[src/design/slt_pkg.sv]
package slt_pkg;

    // Field widths fixed by the request and result formats
    localparam int unsigned FUNC_W  = 3;
    localparam int unsigned POS_W   = 6;
    localparam int unsigned DATA_W  = 32;

    // Internal length/index width, wide enough for the largest supported capacity
    localparam int unsigned LEN_W   = 11;

    // Operation codes
    localparam logic [FUNC_W-1:0] OP_INSERT = 3'd0;
    localparam logic [FUNC_W-1:0] OP_DELETE = 3'd1;
    localparam logic [FUNC_W-1:0] OP_GET    = 3'd2;
    localparam logic [FUNC_W-1:0] OP_LOCATE = 3'd3;
    localparam logic [FUNC_W-1:0] OP_CLEAR  = 3'd4;

    // Broadcast control to every cell of the row
    typedef struct packed {
        logic             ins;   // insert: cells at/after target move up
        logic             del;   // delete: cells at/after target move down
        logic [LEN_W-1:0] tgt;   // 0-based target slot
        logic [LEN_W-1:0] fill;  // current length, qualifies the compare
    } cell_cmd_t;

    // Sequencer states
    typedef enum logic [1:0] {
        ST_IDLE = 2'b01,
        ST_EXEC = 2'b10
    } state_t;

endpackage

[src/design/slt_cell.sv]
module slt_cell #(
    parameter int unsigned INDEX = 0
) (
    input  logic                         clk,
    input  slt_pkg::cell_cmd_t           cmd,
    input  logic [slt_pkg::DATA_W-1:0]   key,
    input  logic [slt_pkg::DATA_W-1:0]   left_data,
    input  logic [slt_pkg::DATA_W-1:0]   right_data,
    output logic [slt_pkg::DATA_W-1:0]   data,
    output logic                         match
);

    localparam logic [slt_pkg::LEN_W-1:0] SLOT = slt_pkg::LEN_W'(INDEX);

    logic [slt_pkg::DATA_W-1:0] data_reg;
    logic [slt_pkg::DATA_W-1:0] data_next;

    // Shift/load selection for this slot
    always_comb
    begin
        data_next = data_reg;
        if (cmd.ins)
        begin
            if (SLOT > cmd.tgt)
                data_next = left_data;
            else if (SLOT == cmd.tgt)
                data_next = key;
        end
        else if (cmd.del)
        begin
            if (SLOT >= cmd.tgt)
                data_next = right_data;
        end
    end

    // Entry storage: contents are don't-care until written
    always_ff @(posedge clk)
    begin
        data_reg <= data_next;
    end

    // Compare only live slots
    assign match = (SLOT < cmd.fill) && (data_reg == key);
    assign data  = data_reg;

endmodule

[src/design/slt_find.sv]
module slt_find #(
    parameter int unsigned CAPACITY = 32
) (
    input  logic [CAPACITY-1:0]        hits,
    output logic [slt_pkg::LEN_W-1:0]  first_pos
);

    // Lowest set hit wins; 1-based, zero when none
    always_comb
    begin
        first_pos = '0;
        for (int i = CAPACITY - 1; i >= 0; i--)
        begin
            if (hits[i])
                first_pos = slt_pkg::LEN_W'(i + 1);
        end
    end

endmodule

[src/design/sequential_list_table.sv]
// Ordered list of signed 32-bit words held in a row of CAPACITY cells, one entry
// per cell. A transaction is taken when start is high and busy is low; busy then
// stays high for one cycle while every cell shifts, loads or compares at once,
// and the result follows with done high for exactly one cycle. A new transaction
// may be started in the cycle that done is high, while the registered result
// that the first-match search resolves is presented; none is taken while the
// cell row executes. Results cannot be held off: the receiver must take each
// one in the cycle done is high. No clearing pass is needed after reset.
module sequential_list_table #(
    parameter int unsigned CAPACITY = 32
) (
    input  logic                          clk,
    input  logic                          rst_n,
    input  logic                          start,
    output logic                          busy,
    input  logic [slt_pkg::FUNC_W-1:0]    func,
    input  logic [slt_pkg::POS_W-1:0]     position,
    input  logic signed [slt_pkg::DATA_W-1:0] value,
    output logic                          done,
    output logic                          failed,
    output logic signed [slt_pkg::DATA_W-1:0] read_value,
    output logic [slt_pkg::POS_W-1:0]     found_position,
    output logic [slt_pkg::POS_W-1:0]     count,
    output logic                          is_empty
);

    localparam int unsigned FILL_W = $clog2(CAPACITY + 1);
    localparam int unsigned IDX_W  = $clog2(CAPACITY);
    localparam logic [slt_pkg::LEN_W-1:0] CAP_LEN = slt_pkg::LEN_W'(CAPACITY);

    // Control state
    slt_pkg::state_t              state_reg;
    slt_pkg::state_t              state_next;
    logic [FILL_W-1:0]            fill_reg;
    logic [FILL_W-1:0]            fill_next;
    logic                         done_reg;

    // Captured transaction
    logic [slt_pkg::FUNC_W-1:0]   op_reg;
    logic [slt_pkg::POS_W-1:0]    pos_reg;
    logic [slt_pkg::DATA_W-1:0]   val_reg;

    // Result registers
    logic                         fail_reg;
    logic                         fail_next;
    logic [slt_pkg::DATA_W-1:0]   rd_reg;
    logic [slt_pkg::DATA_W-1:0]   rd_next;
    logic [CAPACITY-1:0]          hit_reg;

    // Cell row
    logic [slt_pkg::DATA_W-1:0]   cell_data [CAPACITY];
    logic [CAPACITY-1:0]          cell_match;
    slt_pkg::cell_cmd_t           cmd;

    logic                         accept;
    logic                         exec;
    logic [slt_pkg::LEN_W-1:0]    pos_ext;
    logic [slt_pkg::LEN_W-1:0]    fill_ext;
    logic [slt_pkg::LEN_W-1:0]    tgt;
    logic                         ins_ok;
    logic                         rd_ok;
    logic [slt_pkg::LEN_W-1:0]    first_pos;

    assign accept   = start && !busy;
    assign exec     = (state_reg == slt_pkg::ST_EXEC);
    assign busy     = exec;
    assign pos_ext  = slt_pkg::LEN_W'(pos_reg);
    assign fill_ext = slt_pkg::LEN_W'(fill_reg);
    assign tgt      = pos_ext - slt_pkg::LEN_W'(1);

    // Range checks
    assign ins_ok = (op_reg == slt_pkg::OP_INSERT) && (fill_ext < CAP_LEN)
                    && (pos_ext != '0) && (pos_ext <= fill_ext + slt_pkg::LEN_W'(1));
    assign rd_ok  = ((op_reg == slt_pkg::OP_DELETE) || (op_reg == slt_pkg::OP_GET))
                    && (pos_ext != '0) && (pos_ext <= fill_ext);

    // Broadcast to the cells
    always_comb
    begin
        cmd.ins  = exec && ins_ok;
        cmd.del  = exec && rd_ok && (op_reg == slt_pkg::OP_DELETE);
        cmd.tgt  = tgt;
        cmd.fill = fill_ext;
    end

    // Outcome of the transaction in execute
    always_comb
    begin
        fail_next = 1'b0;
        fill_next = fill_reg;
        unique case (op_reg)
            slt_pkg::OP_INSERT:
            begin
                fail_next = !ins_ok;
                if (ins_ok)
                    fill_next = fill_reg + FILL_W'(1);
            end
            slt_pkg::OP_DELETE:
            begin
                fail_next = !rd_ok;
                if (rd_ok)
                    fill_next = fill_reg - FILL_W'(1);
            end
            slt_pkg::OP_GET:    fail_next = !rd_ok;
            slt_pkg::OP_LOCATE: fail_next = 1'b0;
            slt_pkg::OP_CLEAR:  fill_next = '0;
            default:            fail_next = 1'b1;
        endcase
        rd_next = rd_ok ? cell_data[tgt[IDX_W-1:0]] : '0;
    end

    // Sequencer
    always_comb
    begin
        state_next = state_reg;
        unique case (state_reg)
            slt_pkg::ST_IDLE: if (accept) state_next = slt_pkg::ST_EXEC;
            slt_pkg::ST_EXEC: state_next = slt_pkg::ST_IDLE;
            default:          state_next = slt_pkg::ST_IDLE;
        endcase
    end

    always_ff @(posedge clk or negedge rst_n)
    begin
        if (!rst_n)
        begin
            state_reg <= slt_pkg::ST_IDLE;
            fill_reg  <= '0;
            done_reg  <= 1'b0;
        end
        else
        begin
            state_reg <= state_next;
            done_reg  <= exec;
            if (exec)
                fill_reg <= fill_next;
        end
    end

    // Transaction capture and result payload
    always_ff @(posedge clk)
    begin
        if (accept)
        begin
            op_reg  <= func;
            pos_reg <= position;
            val_reg <= value;
        end
        if (exec)
        begin
            fail_reg <= fail_next;
            rd_reg   <= rd_next;
            hit_reg  <= (op_reg == slt_pkg::OP_LOCATE) ? cell_match : '0;
        end
    end

    // Row of cells, each fed by its neighbours
    for (genvar g = 0; g < CAPACITY; g++)
    begin : g_cell
        logic [slt_pkg::DATA_W-1:0] left_d;
        logic [slt_pkg::DATA_W-1:0] right_d;

        if (g == 0)
        begin : g_first
            assign left_d = val_reg;
        end
        else
        begin : g_left
            assign left_d = cell_data[g-1];
        end

        if (g == CAPACITY - 1)
        begin : g_last
            assign right_d = cell_data[g];
        end
        else
        begin : g_right
            assign right_d = cell_data[g+1];
        end

        slt_cell #(
            .INDEX (g)
        ) u_cell (
            .clk        (clk),
            .cmd        (cmd),
            .key        (val_reg),
            .left_data  (left_d),
            .right_data (right_d),
            .data       (cell_data[g]),
            .match      (cell_match[g])
        );
    end

    // First hit of a locate
    slt_find #(
        .CAPACITY (CAPACITY)
    ) u_find (
        .hits      (hit_reg),
        .first_pos (first_pos)
    );

    // Result ports
    assign done           = done_reg;
    assign failed         = fail_reg;
    assign read_value     = rd_reg;
    assign found_position = first_pos[slt_pkg::POS_W-1:0];
    assign count          = slt_pkg::POS_W'(fill_reg);
    assign is_empty       = (fill_reg == '0);

endmodule

[config.mk]
export PLATFORM = sky130hd
export DESIGN_NAME = sequential_list_table
export DESIGN_NICKNAME = d
export VERILOG_FILES = /design/src/design/slt_pkg.sv /design/src/design/slt_cell.sv /design/src/design/slt_find.sv /design/src/design/sequential_list_table.sv
export SDC_FILE = /design/constraint.sdc
export NUM_CORES = 2
export LEC_CHECK = 0
export BUFFER_PORTS_ARGS = -buffer_cell sky130_fd_sc_hd__clkbuf_2
export CAP_MARGIN = 15
export CORE_MARGIN = 2
export CORE_UTILIZATION = 35
export DETAILED_ROUTE_END_ITERATION = 12
export HOLD_SLACK_MARGIN = 0.02
export PLACE_DENSITY = 0.46
export REMOVE_ABC_BUFFERS = 1
export SLEW_MARGIN = 20
export SYNTH_ARGS = -nofsm -noshare
export SYNTH_HDL_FRONTEND = slang
export SYNTH_SLANG_ARGS = --single-unit
[constraint.sdc]
create_clock -name clk -period 12 [get_ports clk]
set_clock_uncertainty 0.1 [all_clocks]
set_input_delay 1.2 -clock clk [delete_from_list [all_inputs] [get_ports clk]]
set_output_delay 1.2 -clock clk [all_outputs]
set_load 0.01 [all_outputs]
==> impl_results.md <==
- Status: finished, final reports clean
- Worst Setup Path Type: flop to flop
- VDD IR-drop max: 0.1620 mV
- Routed Wire Length: 386400 um
- Max Cap Violations: 0
- Post-synth EDFFs: 1130
- Hold Vio Cnt, Final: 0
- Multi-input combinational cell area: 0.04023 mm^2
- Hold WC Path Type: input pin to asynchronous set/reset pin
- DR WL met3: 36860 um
- Reg clk slew, reported paths: 0.06 ns
- Crit Path Max Fanout: 129
- Met2 WL: 173400 um
- Max Slew Vio Count: 0
- Synth Instances: 7214
- H-tree Lvls: 4
- Minimum clock period: 5.936 ns
- Cts repair resizes: 0
- Worst relative slew slack: 11.04%
- Die width: 473.8 um
- First-pass GRT wire length: 520100 um
- RSZ-0062 raised after global routing: false
- Post-route cell area: 0.08514 mm^2
- Synth Warn #: 0
- Clk Latency, worst-skew pair: 0.86 ns
- Share of cells above drive strength 1: 12.61%
- DR DRC count: 0
- Number of placement rows: 172
- Total CTS buffers: 149
- Setup TNS: 0 ns
- Max Freq: 0.1685 GHz
- Commonest non-fill, non-tap cell in the layout: nand2_1
- Commonest cells after routing, fill and taps aside: 1213 x nand2_1, 1130 x edfxtp_1, 834 x mux2i_1, 649 x xor2_1, 499 x o21ai_0
- Die Span Y: 473.8 um
- WP data required: 12.55 ns
- Sink Count: 1139
- Synth area leader: edfxtp_1
- I/O pin count: 92
- Async SR Flop Fraction: 0.7902%
- GR Util All Layers: 33.57%
- Worst-Margin Slew: 1.331 ns
- GP Congestion: 1.028
- Final setup margin: 6.064 ns
- Root Driver: clkbuf_16
- Setup crit end kind: flop
- Ys flop type: edfxtp_1
- P_leak: 31.95 nW
- Post-DP HPWL: 274000 um
- Final Setup Violations: 0
- Core Area: 0.2195 mm^2
- Max reg flops: 1024
- Sequential area share after synthesis: 44.23%
- Die Footprint: 0.2244 mm^2
- CTS tree: yes
- Post-CTS Hold Fix Bufs: 0
- Setup WS pre-CTS: 6.124 ns
- Synth Cell Area: 0.07723 mm^2
- Register area: 0.03416 mm^2
- DR vias/cell: 6.237
- Avg Cell Area, Syn: 10.71 um^2
- Area delta synth->final: 10.24%
- Power density over cell area: 126.7 mW/mm^2
- Pin count of the biggest net entering global routing: 266
- Final core utilization: 38.79%
- Number of DRC markers in iteration 0: 8435
- Met1 WL: 152000 um
- Initial antenna violation count: 18
- Max clock buf depth: 3
- Final net count: 7039
- Post-CTS Setup Inserts: 0
- Worst reg2reg startpoint: count[1]
- Via count: 62240
- DRT Pass-1 Iters: 8
- Top sig layer: met5
- Vias in the first global route: 59660
- Startpoint Class: flop
- Overflow after GRT: 0
- Routed len/inst: 38.72 um
- Antenna viol nets, final: 0
- Synth unique cells: 89
- Synth top area cells: edfxtp_1 44%, mux2i_1 11%, mux4_2 7.5%
- PortBufs: 91
- Crit. Startpoint: count[1]
- Yosys reg bits: 1139
- Layout fillers: 21680
- Yosys top cell area share: 43.94%
- Starting Density: 35.18%
- Crit share post-route: 49.47%
- Crit path DAT: 6.49 ns
- Cell area after placement: 0.08035 mm^2
## cell usage after synthesis, drive strengths merged (4+ instances only)
| cell | number |
|---|---|
| a2111oi | 10 |
| a211oi | 9 |
| a21o | 5 |
| a21oi | 115 |
| a31oi | 6 |
| and2 | 4 |
| and3 | 6 |
| buf | 349 |
| clkbuf | 347 |
| dfrtp | 8 |
| edfxtp | 1130 |
| ha | 19 |
| inv | 28 |
| mux2 | 34 |
| mux2i | 834 |
| mux4 | 256 |
| nand2 | 1218 |
| nand2b | 7 |
| nand3 | 231 |
| nand4 | 123 |
| nor2 | 64 |
| nor2b | 7 |
| nor3 | 58 |
| nor4 | 186 |
| o2111ai | 4 |
| o211ai | 192 |
| o21ai | 798 |
| o21bai | 4 |
| o22ai | 36 |
| o31a | 34 |
| o31ai | 8 |
| or2 | 6 |
| xnor2 | 379 |
| xor2 | 650 |
## per-stage QoR
stage	power (mW)	hold WS (ns)	instances
final	10.79	0.2204	9980
after CTS	10.77	0.1833	9964
after global routing	10.99	0.1932	9973
after detailed placement	6.360	0.3700	9690
after global placement	6.364	0.3691	9689
after floorplan	5.757	0.3429	6518
## critical path: stages (launching register included)
cell,delay (ns)
dfrtp_1,0.56
ha_1,0.62
nand3_1,0.31
xnor2_1,0.28
ha_1,0.27
nand2_1,0.07
mux2_2,0.33
o31a_1,0.13
and4bb_4,0.68
buf_12,0.67
nand2_1,0.91
buf_4,0.48
o211ai_1,0.20
## power breakdown
group | leakage, nW | switching [mW] | internal (mW)
sequential | 10.3 | 0.0470 | 4.35
combinational | 19.4 | 1.34 | 0.604
clock | 2.25 | 2.01 | 2.44
## layer usage
| metal | GRT usage [%] | up-vias |
|---|---|---|
| li1 | - | 26080 |
| met1 | 43.13 | 31910 |
| met4 | 17.90 | 14 |
| met3 | 8.385 | 693 |
| met5 | 0 | - |
| met2 | 51.93 | 3545 |
## cells by family after synthesis
kind of cell,share of synthesized area (%)
adders and majority gates,0.3078
DFF,44.23
muxes,18.77
xor gates and xnor gates,11.68
buffers and inverters,4.379
and+or+nand+nor,11.19
AOI/OAI and AO/OA,9.443
## layout make-up
type                            instances  share of cell area [%]
Antenna cell                           10                 0.02939
Clock buffer                          193                   4.598
Clock inverter                         81                  0.8494
Inverter                               29                  0.1279
Multi-Input combinational cell       5350                   47.25
Sequential cell                      1139                   40.12
Tap cell                             2871                   4.219
Timing Repair Buffer                  307                   2.804
## worst paths after layout
kind	end	slack, ns	depth (start not counted)
worst max-delay path	g_cell[2].u_cell.data[13]	6.06	12
worst min register to register	state_reg[0]	0.39	1
min in group clk	state_reg[0]	0.39	1
worst max register to register	g_cell[2].u_cell.data[13]	6.06	12
max in group asynchronous	state_reg[0]	11.19	1
worst min-delay path	done	0.22	1
Note: power is estimated with default switching activity, not from simulation.
